## config.mk

```make
export PLATFORM = sky130hd
export DESIGN_NAME = deferred_task_priority_queue_top
export DESIGN_NICKNAME = d
export VERILOG_FILES = /design/src/sv/dtpq_pkg.sv /design/src/sv/deferred_task_priority_queue_top.sv /design/src/sv/dtpq_cell.sv /design/src/sv/dtpq_chain.sv
export SDC_FILE = /design/constraint.sdc
export NUM_CORES = 1
export LEC_CHECK = 0
export ABC_AREA = 1
export BUFFER_PORTS_ARGS = -buffer_cell sky130_fd_sc_hd__buf_2
export CAP_MARGIN = 20
export CORE_MARGIN = 2
export CORE_UTILIZATION = 38
export DETAILED_ROUTE_END_ITERATION = 6
export GPL_TIMING_DRIVEN = 0
export PLACE_DENSITY_LB_ADDON = 0.15
export SYNTH_ARGS = -nofsm -noshare
export SYNTH_HDL_FRONTEND = slang
export SYNTH_HIERARCHICAL = 1
export SYNTH_SLANG_ARGS = --single-unit
export TNS_END_PERCENT = 10
```

## constraint.sdc

```tcl
create_clock -name clk -period 9.45 [get_ports clk]
set_input_delay 0.4725 -clock clk [delete_from_list [all_inputs] [get_ports clk]]
set_output_delay 0.4725 -clock clk [all_outputs]
set_load 0.01 [all_outputs]
```

## src/sv/dtpq_pkg.sv

```systemverilog
// ----------------------------------------------------------------------------
// dtpq_pkg
// Shared types and constants for the deferred task priority queue.
// ----------------------------------------------------------------------------
package dtpq_pkg;

	localparam int PoolDepth  = 16;
	localparam int MaxResults = 16;
	localparam int PriW       = 16;
	localparam int HndW       = 8;
	localparam int ThrW       = 17;
	localparam int KW         = $clog2(MaxResults + 1);

	localparam logic CMD_ENQUEUE  = 1'b0;
	localparam logic CMD_DISPATCH = 1'b1;

	localparam logic STATUS_OK      = 1'b0;
	localparam logic STATUS_DROPPED = 1'b1;

	typedef struct packed {
		logic            cmd;
		logic [PriW-1:0] task_priority;
		logic [HndW-1:0] handler_index;
		logic [ThrW-1:0] run_threshold;
	} in_item_t;

	typedef struct packed {
		logic            task_valid;
		logic [HndW-1:0] out_handler;
		logic [PriW-1:0] out_priority;
		logic            status;
		logic            last;
	} out_item_t;

	typedef struct packed {
		logic            occ;
		logic [PriW-1:0] pri;
		logic [HndW-1:0] hnd;
	} entry_t;

	// row control, broadcast to every cell
	typedef struct packed {
		logic            ins;
		logic            pop;
		logic [PriW-1:0] pri;
		logic [HndW-1:0] hnd;
	} ctl_t;

	localparam entry_t EMPTY_ENTRY = '0;

endpackage

```

## src/sv/deferred_task_priority_queue_top.sv

```systemverilog
// ----------------------------------------------------------------------------
// deferred_task_priority_queue_top
// Sorted pool of deferred tasks with threshold-gated dispatch.
// ----------------------------------------------------------------------------
//
//  Channel  Dir  Handshake               Payload
//  req      in   req_valid / req_ready   dtpq_pkg::in_item_t
//  rsp      out  rsp_valid / rsp_ready   dtpq_pkg::out_item_t
//
// Enqueue: the task drops into place in the cell row in the accepting
// cycle and its status transaction is loaded at the same edge.
// Dispatch: the threshold is captured at the accepting edge, then one popped
// task per cycle the output register can take.
// The row shift (one pop per cycle) sets the drain rate.
// Reset clears all occupied flags and the sequencer; no clearing pass.
// A stalled rsp holds the sequencer; req is refused until it is idle.
//
module deferred_task_priority_queue_top (
	input  logic                clk,
	input  logic                arst_n,
	input  logic                req_valid,
	output logic                req_ready,
	input  dtpq_pkg::in_item_t  req,
	output logic                rsp_valid,
	input  logic                rsp_ready,
	output dtpq_pkg::out_item_t rsp
);

	localparam logic ST_IDLE  = 1'b0;
	localparam logic ST_DRAIN = 1'b1;

	logic                        state_q;
	logic [dtpq_pkg::ThrW-1:0]   thr_q;
	logic [dtpq_pkg::KW-1:0]     k_q;
	logic                        rsp_valid_q;
	dtpq_pkg::out_item_t         rsp_q;

	dtpq_pkg::ctl_t   ctl;
	dtpq_pkg::entry_t head;
	dtpq_pkg::entry_t second;
	logic             full;

	logic o_free;
	logic req_acc;
	logic head_elig;
	logic next_elig;
	logic drain_step;
	logic take_pop;
	logic drain_last;

	// output register free this cycle, either empty or being drained
	assign o_free    = !rsp_valid_q || rsp_ready;
	assign req_ready = (state_q == ST_IDLE) && o_free;
	assign req_acc   = req_valid && req_ready;

	// 17-bit compare: an idle threshold clears every 16-bit priority
	assign head_elig = head.occ && ({1'b0, head.pri} < thr_q);
	assign next_elig = second.occ && ({1'b0, second.pri} < thr_q);

	assign drain_step = (state_q == ST_DRAIN) && o_free;
	assign take_pop   = drain_step && head_elig;
	assign drain_last = !next_elig ||
		(k_q == dtpq_pkg::KW'(dtpq_pkg::MaxResults - 1));

	always_comb begin
		ctl.ins = req_acc && (req.cmd == dtpq_pkg::CMD_ENQUEUE) && !full;
		ctl.pop = take_pop;
		ctl.pri = req.task_priority;
		ctl.hnd = req.handler_index;
	end

	dtpq_chain u_chain (
		.clk    (clk),
		.arst_n (arst_n),
		.ctl    (ctl),
		.head   (head),
		.second (second),
		.full   (full)
	);

	// sequencer and output valid
	always_ff @(posedge clk or negedge arst_n) begin
		if (!arst_n) begin
			state_q     <= ST_IDLE;
			k_q         <= '0;
			rsp_valid_q <= 1'b0;
		end else begin
			unique case (state_q)
				ST_IDLE: begin
					if (req_acc) begin
						k_q <= '0;
						if (req.cmd == dtpq_pkg::CMD_DISPATCH) begin
							state_q <= ST_DRAIN;
						end
					end
				end
				ST_DRAIN: begin
					if (drain_step) begin
						k_q <= k_q + 1'b1;
						// an empty result only happens on the first step
						if (!head_elig || drain_last) begin
							state_q <= ST_IDLE;
						end
					end
				end
				default: begin
					state_q <= ST_IDLE;
				end
			endcase

			if ((req_acc && req.cmd == dtpq_pkg::CMD_ENQUEUE) || drain_step) begin
				rsp_valid_q <= 1'b1;
			end else if (rsp_ready) begin
				rsp_valid_q <= 1'b0;
			end
		end
	end

	// threshold and result payload
	always_ff @(posedge clk) begin
		if (req_acc && req.cmd == dtpq_pkg::CMD_DISPATCH) begin
			thr_q <= req.run_threshold;
		end
		if (req_acc && req.cmd == dtpq_pkg::CMD_ENQUEUE) begin
			rsp_q <= '{task_valid: 1'b0, out_handler: '0, out_priority: '0,
				status: full ? dtpq_pkg::STATUS_DROPPED : dtpq_pkg::STATUS_OK,
				last: 1'b1};
		end else if (drain_step) begin
			if (head_elig) begin
				rsp_q <= '{task_valid: 1'b1, out_handler: head.hnd,
					out_priority: head.pri, status: dtpq_pkg::STATUS_OK,
					last: drain_last};
			end else begin
				rsp_q <= '{task_valid: 1'b0, out_handler: '0, out_priority: '0,
					status: dtpq_pkg::STATUS_OK, last: 1'b1};
			end
		end
	end

	assign rsp_valid = rsp_valid_q;
	assign rsp       = rsp_q;

endmodule

```

## src/sv/dtpq_cell.sv

```systemverilog
// ----------------------------------------------------------------------------
// dtpq_cell
// One slot of the sorted row: keeps, takes the new task, or shifts.
// ----------------------------------------------------------------------------
module dtpq_cell (
	input  logic             clk,
	input  logic             arst_n,
	input  dtpq_pkg::ctl_t   ctl,
	input  logic             prev_keep,
	input  dtpq_pkg::entry_t prev,
	input  dtpq_pkg::entry_t next,
	output logic             keep,
	output dtpq_pkg::entry_t cur
);

	logic                      occ_q;
	logic [dtpq_pkg::PriW-1:0] pri_q;
	logic [dtpq_pkg::HndW-1:0] hnd_q;

	assign cur  = '{occ: occ_q, pri: pri_q, hnd: hnd_q};
	// equal priorities stay ahead of the newcomer
	assign keep = occ_q && (pri_q <= ctl.pri);

	always_ff @(posedge clk or negedge arst_n) begin
		if (!arst_n) begin
			occ_q <= 1'b0;
		end else if (ctl.ins && !keep) begin
			occ_q <= prev_keep ? 1'b1 : prev.occ;
		end else if (ctl.pop) begin
			occ_q <= next.occ;
		end
	end

	always_ff @(posedge clk) begin
		if (ctl.ins && !keep) begin
			pri_q <= prev_keep ? ctl.pri : prev.pri;
			hnd_q <= prev_keep ? ctl.hnd : prev.hnd;
		end else if (ctl.pop) begin
			pri_q <= next.pri;
			hnd_q <= next.hnd;
		end
	end

endmodule

```

## src/sv/dtpq_chain.sv

```systemverilog
// ----------------------------------------------------------------------------
// dtpq_chain
// Row of PoolDepth cells; head at cell 0, occupied cells form a prefix.
// ----------------------------------------------------------------------------
module dtpq_chain (
	input  logic             clk,
	input  logic             arst_n,
	input  dtpq_pkg::ctl_t   ctl,
	output dtpq_pkg::entry_t head,
	output dtpq_pkg::entry_t second,
	output logic             full
);

	dtpq_pkg::entry_t ent    [dtpq_pkg::PoolDepth];
	dtpq_pkg::entry_t prev_e [dtpq_pkg::PoolDepth];
	dtpq_pkg::entry_t next_e [dtpq_pkg::PoolDepth];
	logic             keep   [dtpq_pkg::PoolDepth];
	logic             prev_k [dtpq_pkg::PoolDepth];

	for (genvar i = 0; i < dtpq_pkg::PoolDepth; i++) begin : g_cell
		if (i == 0) begin : g_first
			assign prev_e[i] = dtpq_pkg::EMPTY_ENTRY;
			assign prev_k[i] = 1'b1;
		end else begin : g_mid
			assign prev_e[i] = ent[i-1];
			assign prev_k[i] = keep[i-1];
		end
		if (i == dtpq_pkg::PoolDepth - 1) begin : g_end
			assign next_e[i] = dtpq_pkg::EMPTY_ENTRY;
		end else begin : g_nxt
			assign next_e[i] = ent[i+1];
		end

		dtpq_cell u_cell (
			.clk       (clk),
			.arst_n    (arst_n),
			.ctl       (ctl),
			.prev_keep (prev_k[i]),
			.prev      (prev_e[i]),
			.next      (next_e[i]),
			.keep      (keep[i]),
			.cur       (ent[i])
		);
	end

	assign head   = ent[0];
	assign second = ent[1];
	assign full   = ent[dtpq_pkg::PoolDepth-1].occ;

endmodule

```

## Yosys cells after proc, flatten, opt, wreduce, memory -nomap -nowiden

Cells that the tools add are included.

- Flip-flop bits (word level): 451
- Input bits: 46
- Output and inout port bits: 29
- Logic and storage cells: 320

- Add/sub/neg operators: 1
- $lt $le $gt $ge: 18
- Eq/ne operators: 3
- Muxes and demuxes: 155
- Bitwise operators: 2
- Reduce and logical (&&, ||, !) cells: 84

Operators by type and width:

| kind | count |
|---|---|
| $mux W16 | 47 |
| $mux W8 | 47 |
| $le A16 B16 Y1 | 16 |
| $mux W1 | 54 |
| $logic_and A1 B1 Y1 | 41 |
| $reduce_bool A2 Y1 | 18 |
| $lt A16 B17 Y1 | 2 |
| $mux W27 | 1 |
| $logic_not A1 Y1 | 20 |
| $mux W5 | 2 |
| $pmux W5 S2 | 1 |
| $add A5 B1 Y5 const B | 1 |
| $eq A5 B4 Y1 const B | 1 |
| $logic_or A1 B1 Y1 | 4 |
| $mux W2 | 2 |
| $ne A2 B1 Y1 const B | 1 |
| $ne A2 B2 Y1 const B | 1 |
| $not A1 Y1 | 2 |
| $pmux W1 S2 | 1 |
| $reduce_and A2 Y1 | 1 |

## Depth between registers and ports, before layout

Gate-level depths: netlist of run 1.

- Depth after elaboration: 8
- Gate-level depth with buffers: 19
- Gate-level depth less buffers: 18

## By module

The synthesis of run 1 kept the hierarchy.

By module, submodules not included:

| module | times used | cells each | area an instance (µm²) | sequential area each (µm²) |
|---|---|---|---|---|
| dtpq_cell (u_chain.g_cell[0].u_cell ...) | 14 | 205 | 1849.3 | 745.7 |
| dtpq_cell (u_chain.g_cell[8].u_cell ...) | 2 | 206 | 1820.5 | 745.7 |
| deferred_task_priority_queue_top | 1 | 314 | 2646.3 | 1236.2 |
| dtpq_chain | 1 | 2 | 7.5 | 0.0 |

## Worst setup path after synthesis of run 1

OpenSTA, ideal clock, no wires.

- Path kind: input port to flip-flop
- Start: input port rsp_ready
- End: register u_chain/g_cell[8].u_cell/hnd_q[0] in the netlist's numbering (enable)
- Library setup time: 0.381 ns
- Arrival: 4.273 ns
- Data required time: 9.069 ns
- Path slack: 4.796 ns
- Cell stages on the path: 11
- Buffers on the path: 1
- Cell sequence: inv_1 nand2_1 nand2_1 inv_2 nand2_1 inv_1 nand2_2 nor2_1 nand2_4 buf_8 nand2_1

RTL lines:

| what | line | RTL |
|---|---|---|
| start, declared | deferred_task_priority_queue_top.sv:25 | `input logic rsp_ready,` |
| end signal, assigned | dtpq_cell.sv:37 | `hnd_q <= prev_keep ? ctl.hnd : prev.hnd;` |
| end signal, assigned | dtpq_cell.sv:40 | `hnd_q <= next.hnd;` |
| end, declared | dtpq_cell.sv:18 | `logic [dtpq_pkg::HndW-1:0] hnd_q;` |

==> run_results.csv, run 1 <==
group,metric,value,unit
placement,place.gp.congestion,0.8293,
drt,drc,0,
floorplan,num_rows,106,
critical_path,worstPathCellList,"nand2_1, nand2_1, inv_2, nand2_1, inv_1, nand2_2, nor2_4, buf_12, nand2_4, buf_8, nand2_1",
floorplan,fp.dieH,295.0,um
clock_network,clockBufferDepth,3,
layout,drive_above_1_share,18.76,%
floorplan,core_area,0.08369,sq mm
grt,first_global_vias,24520,
critical_path,slowest_delay,0.80,ns
layout,postLayoutCellArea,0.03611,sq mm
timing,finalHoldViolations,0,
pwr,total_power,9.282,mW
clock_network,htreeDepth,2,
critical_path,cp-start-kind,"register",
critical_path,worstPathRequired,9.68,ns
timing,finalMaxSlewViolations,0,
timing,fin_crit,3.354,ns
drt,wl_per_cell,18.63,um
timing,rsz0062_at_grt,"no",
timing,fin_crit_sh,35.50,%
timing,max_freq,298.1,MHz
drt,ant_nets,0,
outcome,outcome,"finished, final reports clean",
floorplan,dieArea,0.08703,sq mm
placement,dp_hpwl,70.87,mm
clock_network,cts-root-buf,"clkbuf_16",
run,cap_viol_max_count,0,
critical_path,path_class,"register to register",
grt,grt_pass1_wl,143.4,mm
critical_path,crit_path_top_delay_cell,"nand2_1",
grt,grt_max_degree,42,
yosys,synth.avg_cell_area,8.947,sq um
pwr,power_frac_comb,41.1,%
drt,vias_per_cell,4.925,
timing,slew_headroom,26.07,%
yosys,postSynthCellCount,3597,
clock_network,cts_sinks,451,
timing,setup-tns-final,0,ns
drt,vias,24480,
clock_network,clock_latency,0.62,ns
placement,placed_area,0.03422,sq mm
layout,fin_util,43.15,%
drt,dr.pass1.iters,5,
layout,nets,4127,
layout,antenna_cells,0,
floorplan,io_pins,75,
drt,dr.first_iter.drc_count,1503,
critical_path,cp_max_fo,24,
timing,finClkSkew,0.02229,ns
drt,wirelength,92.59,mm
clock_network,cts_tree,"done",
pwr,power_switching,3.775,mW
critical_path,cp_common_cell,"nand2_1",
pwr,switching_share,40.67,%
critical_path,critPathArrivalTime,3.59,ns
hold_path,hold_path.class,"primary input to register",
layout,final_cell_mix,"nand2_1, edfxtp_1, inv_1, o21ai_2, ha_1",
layout,layout_commonest_cell,"nand2_1",
layout,area_growth,12.22,%
critical_path,end_kind,"register",
grt,antenna_found_initial,3,
pwr,ir_worst_vdd,0.0001912,V
yosys,netlist_area,0.03218,sq mm
placement,io_buffers,74,
pwr,power_density,257.0,mW/mm^2
clock_network,clkSlewWorstSetupHoldPaths,0.06,ns
pwr,intPower,5.507,mW
floorplan,die_x,295.0,um
floorplan,start_util,38.45,%
clock_network,numCtsBuffers,53,
clock_network,post-cts-setup-buffer-count,0,
pwr,clkPwrFrac,21.7,%
pwr,p_seq_share,37.2,%
grt,overflow,0,
yosys,ys_warn_count,6,
pwr,p_leak,16.47,nW
grt,grt_usage,21.28,%
timing,worst_pin_slew,1.106,ns
timing,setup_viol,0,
==> final timing paths <==
check	start	end	slack, ns	depth (start not counted)
min in group asynchronous	arst_n	u_chain/g_cell[8].u_cell/occ_q	0.54	2
min reg2reg	rsp[10]	rsp[10]	0.45	2
max	rsp_valid	u_chain/g_cell[8].u_cell/hnd_q[7]	6.10	11
min	req[11]	thr_q[11]	0.05	1
max in group asynchronous	arst_n	u_chain/g_cell[1].u_cell/occ_q	8.32	2
max reg2reg	rsp_valid	u_chain/g_cell[8].u_cell/hnd_q[7]	6.10	11
==> state kept, by name, indices dropped and copies added, names as in the netlist <==
signal / count
u_chain/g_cell.u_cell/hnd_q: 128
k_q: 5
u_chain/g_cell.u_cell/occ_q: 16
rsp_valid: 1
state_q: 1
thr_q: 17
rsp: 27
u_chain/g_cell.u_cell/pri_q: 256
==> layer usage <==
metal	share of wire, %	global-route usage (%)	vias to the layer above
li1	-	-	12470
met1	46	28.89	11540
met2	48	36.87	367
met3	3.1	1.955	104
met4	1.9	4.494	4
met5	0.030	0	-
==> through the flow <==
step / setup slack [ns] / hold slack, ns / instances
2_1_floorplan: 4.796 / 0.1769 / 3649
6_report: 6.096 / 0.04759 / 4971
4_1_cts: 6.002 / 0.002714 / 4959
5_1_grt: 5.876 / 0.02773 / 4971
3_3_place_gp: 2.571 / 0.4348 / 4857
3_5_place_dp: 5.688 / 0.4345 / 4859
==> layout make-up <==
class / count / area (sq um)
fillers: 8392 / 47570
plain buffers: 164 / 1545
multi-input cells: 2635 / 16170
clock buffers: 81 / 1554
flip-flops and latches: 451 / 13170
well taps: 1134 / 1419
clock inverters: 18 / 110.1
inverters: 399 / 1500
repair buffers: 89 / 645.6
==> power by group through the flow <==
stage / combinational (mW) / clock [mW] / sequential (mW)
after global routing: 4.30 / 2.14 / 3.51
after detailed placement: 3.75 / 0 / 3.51
after global placement: 3.70 / 0 / 3.51
after floorplan: 2.79 / 0 / 3.28
after CTS: 3.76 / 2.08 / 3.47
final: 3.82 / 2.02 / 3.45
==> timing repair <==
action                    CTS  global route
resized for setup           0             0
hold buffers                1             0
hold endpoints to repair    6             0
==> critical path: cells and delay by family, from the launching register on <==
family	cells	cell delay [ns]
buffers and inverters	4	0.60
DFF	1	0.38
and+or+nand+nor	7	1.95
Power figures use the tool's default switching activity.
==> run 2: changes to the inputs <==
==> constraint.sdc (replaced) <==
create_clock -name clk -period 3.1 [get_ports clk]
set_input_delay 0.155 -clock clk [delete_from_list [all_inputs] [get_ports clk]]
set_output_delay 0.155 -clock clk [all_outputs]
set_load 0.01 [all_outputs]
==> run 2 against run 1 <==
  * Power grew to 3.1 times the previous value
  * Non-clock buffer count is 12 higher
  * Clock skew is 0.0024 ns higher
  * Sequential cell count stayed put
  * Combinational power grew to 3.0 times the previous value
  * Sequential share of layout area is 0.24 points lower
  * Final area is 0.67% higher
  * Clock-buffer cell count is 9 lower
  * Critical path type unchanged
==> run_results.csv, run 2 (synthesized netlist as in run 1, its figures left out) <==
group,metric,value,unit
layout,area_growth,12.98,%
clock_network,clock_latency,0.63,ns
placement,place.gp.congestion,0.8154,
timing,max_freq,350.8,MHz
pwr,power_density,782.2,mW/mm^2
critical_path,critPathArrivalTime,3.12,ns
critical_path,path_class,"register to register",
floorplan,num_rows,106,
placement,dp_hpwl,70.60,mm
clock_network,clkSlewWorstSetupHoldPaths,0.06,ns
clock_network,clockBufferDepth,3,
layout,layout_commonest_cell,"nand2_1",
timing,finalHoldViolations,0,
run,cap_viol_max_count,0,
clock_network,post-cts-setup-buffer-count,0,
floorplan,die_x,295.0,um
hold_path,hold_path.class,"primary input to async pin",
grt,grt_pass1_wl,143.0,mm
grt,first_global_vias,24680,
layout,drive_above_1_share,19.18,%
drt,ant_nets,0,
layout,fillers,8456,
layout,largest_register_ffs,256,
outcome,outcome,"finished, final reports clean",
timing,finalMaxSlewViolations,0,
clock_network,cts-root-buf,"clkbuf_16",
drt,vias_per_cell,4.928,
critical_path,cp-start-kind,"register",
critical_path,worstPathRequired,3.37,ns
timing,rsz0062_at_grt,"no",
drt,drc,0,
timing,finClkSkew,0.02464,ns
timing,fin_crit_sh,91.95,%
timing,fin_crit,2.850,ns
critical_path,cp_max_fo,24,
pwr,total_power,28.44,mW
clock_network,numCtsBuffers,54,
timing,slew_headroom,38.72,%
floorplan,core_area,0.08369,sq mm
critical_path,r2r-start,"rsp_valid",
drt,wirelength,92.93,mm
clock_network,cts_tree,"done",
timing,worst_pin_slew,0.9192,ns
critical_path,r2r-end,"u_chain/g_cell[9].u_cell/hnd_q[0]",
timing,setup-tns-final,0,ns
clock_network,htreeDepth,2,
floorplan,dieArea,0.08703,sq mm
timing,setup_viol,0,
critical_path,ff2ff_path_depth,11,
critical_path,r2r_setup_slack,0.25,ns
grt,antenna_found_initial,5,
critical_path,crit_path_start,"rsp_valid",
layout,final_cell_mix,"nand2_1, edfxtp_1, inv_1, o21ai_2, ha_1",
grt,overflow,0,
drt,dr.first_iter.drc_count,1448,
drt,dr.pass1.iters,5,
grt,grt_usage,21.29,%
drt,vias,24580,
pwr,ir_worst_vdd,0.0005029,V
grt,grt_max_degree,42,
layout,largest-register,"u_chain/g_cell.u_cell/pri_q",
layout,nets,4140,
drt,wl_per_cell,18.63,um
critical_path,end_kind,"register",
floorplan,fp.dieH,295.0,um
placement,io_buffers,74,
clock_network,cts_sinks,451,
floorplan,io_pins,75,
floorplan,start_util,38.45,%
pwr,p_leak,16.53,nW
==> run 2: routing by layer <==
metal / vias up / part of all wire, % / global-route usage [%]
li1: 12490 / - / -
met1: 11640 / 47 / 28.66
met2: 333 / 48 / 36.69
met3: 111 / 3.3 / 2.398
met4: 6 / 1.9 / 4.791
met5: - / 0.040 / 0
==> run 2: worst max-delay path by stage <==
stage                     cells past startpoint                                 end  slack (ns)
after floorplan                              10   u_chain/g_cell[8].u_cell/hnd_q[0]        0.12
after global placement                       10   u_chain/g_cell[9].u_cell/hnd_q[3]       -0.85
after detailed placement                     14  u_chain/g_cell[14].u_cell/pri_q[4]       -0.33
after CTS                                    11   u_chain/g_cell[9].u_cell/hnd_q[0]        0.03
after global routing                         15   u_chain/g_cell[9].u_cell/hnd_q[0]        0.07
final                                        11   u_chain/g_cell[9].u_cell/hnd_q[0]        0.25
==> run 2: final cells by class <==
class / count / area, sq um / share of cell area (%)
Buffer: 164 / 1545 / 4.250
Antenna cell: 2 / 5.005 / 0.01377
Tap cell: 1134 / 1419 / 3.903
Clock inverter: 30 / 247.7 / 0.6814
Inverter: 399 / 1500 / 4.126
Timing Repair Buffer: 101 / 683.2 / 1.879
Clock buffer: 72 / 1499 / 4.123
Multi-Input combinational cell: 2635 / 16290 / 44.81
Sequential cell: 451 / 13170 / 36.22
==> run 2: per-stage QoR <==
stage / area, sq um / std cells / hold WS, ns / util [%] / setup WS (ns)
6_report: 36360 / 4988 / 0.2113 / 43.44 / 0.2497
5_1_grt: 36350 / 4986 / 0.2291 / 43.44 / 0.06922
4_1_cts: 36270 / 4986 / 0.2043 / 43.34 / 0.03174
3_5_place_dp: 34260 / 4861 / 0.3338 / 40.93 / -0.3349
3_3_place_gp: 34170 / 4857 / 0.3412 / 40.83 / -0.8499
2_1_floorplan: 32380 / 3649 / -0.1406 / - / 0.1197
==> run 2: worst max-delay path: stages, from the launching register on <==
cell and delay (ns):
dfrtp_1 0.38, nand2_1 0.09, nand2_1 0.06, inv_2 0.06, nand2_1 0.06, inv_1 0.10, nand2_2 0.10, nor2_4 0.68
buf_12 0.29, nand2_4 0.14, buf_8 0.17, nand2_4 0.30
==> run 2: repair_timing <==
action | 4_1_cts | 5_1_grt
setup endpoints to repair | 374 | 374
hold buffers | 23 | 0
gates resized for setup | 16 | 16
hold endpoints to repair | 47 | 0
==> run 2: power by group <==
part	switching, mW	leakage (nW)	internal (mW)
Combinational	7.44	11.5	4.11
Sequential	1.43	4.20	9.07
Clock	2.75	0.875	3.65
==> run 3: changes to the inputs <==
--- a/config.mk
+++ b/config.mk
@@ -6,11 +6,11 @@
 export NUM_CORES = 1
 export LEC_CHECK = 0
 export ABC_AREA = 1
-export BUFFER_PORTS_ARGS = -buffer_cell sky130_fd_sc_hd__buf_2
 export CAP_MARGIN = 20
 export CORE_MARGIN = 2
 export CORE_UTILIZATION = 38
 export DETAILED_ROUTE_END_ITERATION = 6
+export DONT_BUFFER_PORTS = 1
 export GPL_TIMING_DRIVEN = 0
 export PLACE_DENSITY_LB_ADDON = 0.15
 export SYNTH_ARGS = -nofsm -noshare
==> run 3 against run 2 <==
  * Clock-buffer cell count down 2
  * Clock skew down 0.0068 ns
  * Sequential power about the same
  * Critical path type is now primary input to register
==> run_results.csv, run 3 (synthesized netlist as in run 1, its figures left out) <==
group,metric,value,unit
layout,fillers,8344,
layout,layout_commonest_cell,"nand2_1",
floorplan,num_rows,106,
critical_path,worstPathRequired,3.44,ns
timing,worst_pin_slew,1.052,ns
grt,grt_pass1_wl,152.3,mm
critical_path,r2r-start,"u_chain/g_cell[0].u_cell/pri_q[14]",
timing,finClkSkew,0.01786,ns
placement,place.gp.congestion,0.8267,
floorplan,start_util,38.45,%
clock_network,htreeDepth,2,
timing,slew_headroom,29.66,%
drt,dr.pass1.iters,6,
critical_path,cp_common_cell,"nand2_1",
critical_path,end_kind,"register",
run,cap_viol_max_count,0,
pwr,ir_worst_vdd,0.0004572,V
clock_network,clockBufferDepth,3,
clock_network,clock_latency,0.61,ns
clock_network,cts_tree,"done",
drt,ant_nets,0,
critical_path,ff2ff_path_depth,11,
clock_network,cts_sinks,451,
grt,grt_max_degree,42,
critical_path,worstPathCellList,"dlygate4sd3_1, inv_1, ha_1, nand2_1, nand2_1, nand3_1, nand2_1, a21oi_1, nand2_1, nand2_1, nand2_2, inv_1, buf_2, mux2i_1, o21ai_2",
floorplan,core_area,0.08369,sq mm
layout,nets,4115,
timing,setup-tns-final,0,ns
grt,overflow,0,
drt,wirelength,101.6,mm
critical_path,cp-start-kind,"primary input",
critical_path,path_class,"primary input to register",
timing,rsz0062_at_grt,"no",
timing,finalMaxSlewViolations,0,
critical_path,cp_max_fo,10,
pwr,power_density,780.6,mW/mm^2
grt,grt_usage,23.32,%
drt,dr.first_iter.drc_count,1625,
critical_path,r2r-end,"u_chain/g_cell[11].u_cell/pri_q[6]",
floorplan,die_x,295.0,um
hold_path,min_to,"u_chain/g_cell[1].u_cell/pri_q[6]",
outcome,outcome,"finished, final reports clean",
layout,multi_input_area,0.01629,sq mm
layout,largest-register,"u_chain/g_cell.u_cell/pri_q",
drt,vias_per_cell,5.011,
drt,wl_per_cell,20.46,um
pwr,p_leak,16.55,nW
timing,fin_crit,2.913,ns
timing,setup_viol,0,
placement,dp_hpwl,70.54,mm
hold_path,hold_path.class,"primary input to register",
layout,final_cell_mix,"nand2_1, edfxtp_1, inv_1, o21ai_2, ha_1",
layout,postLayoutCellArea,0.03674,sq mm
drt,drc,0,
timing,finalWorstSetupSlack,0.1866,ns
drt,vias,24880,
placement,placed_area,0.03387,sq mm
clock_network,clkSlewWorstSetupHoldPaths,0.06,ns
layout,largest_register_ffs,256,
timing,finalHoldViolations,0,
layout,seq_area,0.01317,sq mm
floorplan,dieArea,0.08703,sq mm
floorplan,io_pins,75,
floorplan,fp.dieH,295.0,um
critical_path,critPathArrivalTime,3.26,ns
clock_network,cts-root-buf,"clkbuf_16",
clock_network,numCtsBuffers,54,
timing,fin_crit_sh,93.98,%
timing,max_freq,343.2,MHz
critical_path,slowest_delay,0.99,ns
hold_path,hp-start,"req[31]",
placement,pre_cts_slack,-0.3951,ns
grt,antenna_found_initial,19,
grt,first_global_vias,24450,
layout,area_growth,14.17,%
critical_path,r2r_setup_slack,0.28,ns
critical_path,crit_path_top_delay_cell,"dlygate4sd3_1",
placement,io_buffers,0,
hold_path,min_path_cells,4,
layout,drive_above_1_share,17.75,%
run 3: cell types whose count changed in the layout (fill, tap and decap cells not counted), sizes merged, moves of 3 or more:
cell	before	now
inv	401	398
buf	165	109
dlygate4sd3	23	52
bufinv	3	8
run 3: area by class of cell:
cell class | instances | share of cell area, %
Timing Repair Buffer | 76 | 2.677
Tap cell | 1134 | 3.862
Sequential cell | 451 | 35.84
Inverter | 399 | 4.083
Clock inverter | 31 | 0.9706
Buffer | 164 | 4.206
Clock buffer | 70 | 4.008
Multi-Input combinational cell | 2635 | 44.33
Antenna cell | 4 | 0.02724
run 3: worst max-delay path by stage:
stage,startpoint,end,cells after the start
final,req[34],u_chain/g_cell[3].u_cell/hnd_q[4],15
after global placement,rsp_valid,u_chain/g_cell[9].u_cell/hnd_q[3],10
after CTS,u_chain/g_cell[0].u_cell/pri_q[14],u_chain/g_cell[11].u_cell/pri_q[5],11
after detailed placement,rsp_valid,u_chain/g_cell[9].u_cell/hnd_q[0],11
after global routing,req[33],u_chain/g_cell[9].u_cell/pri_q[3],16
after floorplan,rsp_valid,u_chain/g_cell[8].u_cell/hnd_q[0],10
run 3: report_power, final:
| part | total, mW | switching [mW] | leakage, nW | internal [mW] |
|---|---|---|---|---|
| clock network | 6.67 | 2.67 | 0.902 | 4.00 |
| logic | 11.4 | 7.32 | 11.4 | 4.06 |
| registers | 10.6 | 1.55 | 4.20 | 9.07 |
run 3: stage by stage:
step	total power, mW	hold slack [ns]	util [%]	cells
5_1_grt	30.66	0.001253	43.89	4961
6_report	28.68	0.004572	43.90	4964
4_1_cts	28.88	0.00004241	43.76	4959
3_3_place_gp	21.61	-0.1391	40.39	4783
3_5_place_dp	21.78	-0.1393	40.47	4787
2_1_floorplan	18.51	-0.1406	-	3649
run 3: layer usage:
layer  GRT usage, %  vias to the layer above  part of all wire (%)
met5              0                        -                 0.051
met4          6.401                        8                   2.8
met3          5.240                      122                   6.9
met2          38.29                      501                    46
met1          30.87                    11800                    44
li1               -                    12440                     -
run 3: critical path, delay by kind of cell:
| kind | cells | cell delay, ns |
|---|---|---|
| AO/OA/AOI/OAI | 2 | 0.28 |
| multiplexers | 1 | 0.40 |
| buffers and inverters | 4 | 1.56 |
| AND/OR/NAND/NOR | 7 | 0.50 |
| adder cells (fa/ha/maj) | 1 | 0.34 |
run 3: repair_timing:
action | 4_1_cts | 5_1_grt
gates resized for setup | 15 | 18
endpoints found under the setup margin | 349 | 392
gates cloned | 0 | 0
hold buffers | 69 | 0
hold endpoints to repair | 384 | 0
setup buffers | 2 | 0
pin swaps | 1 | 0
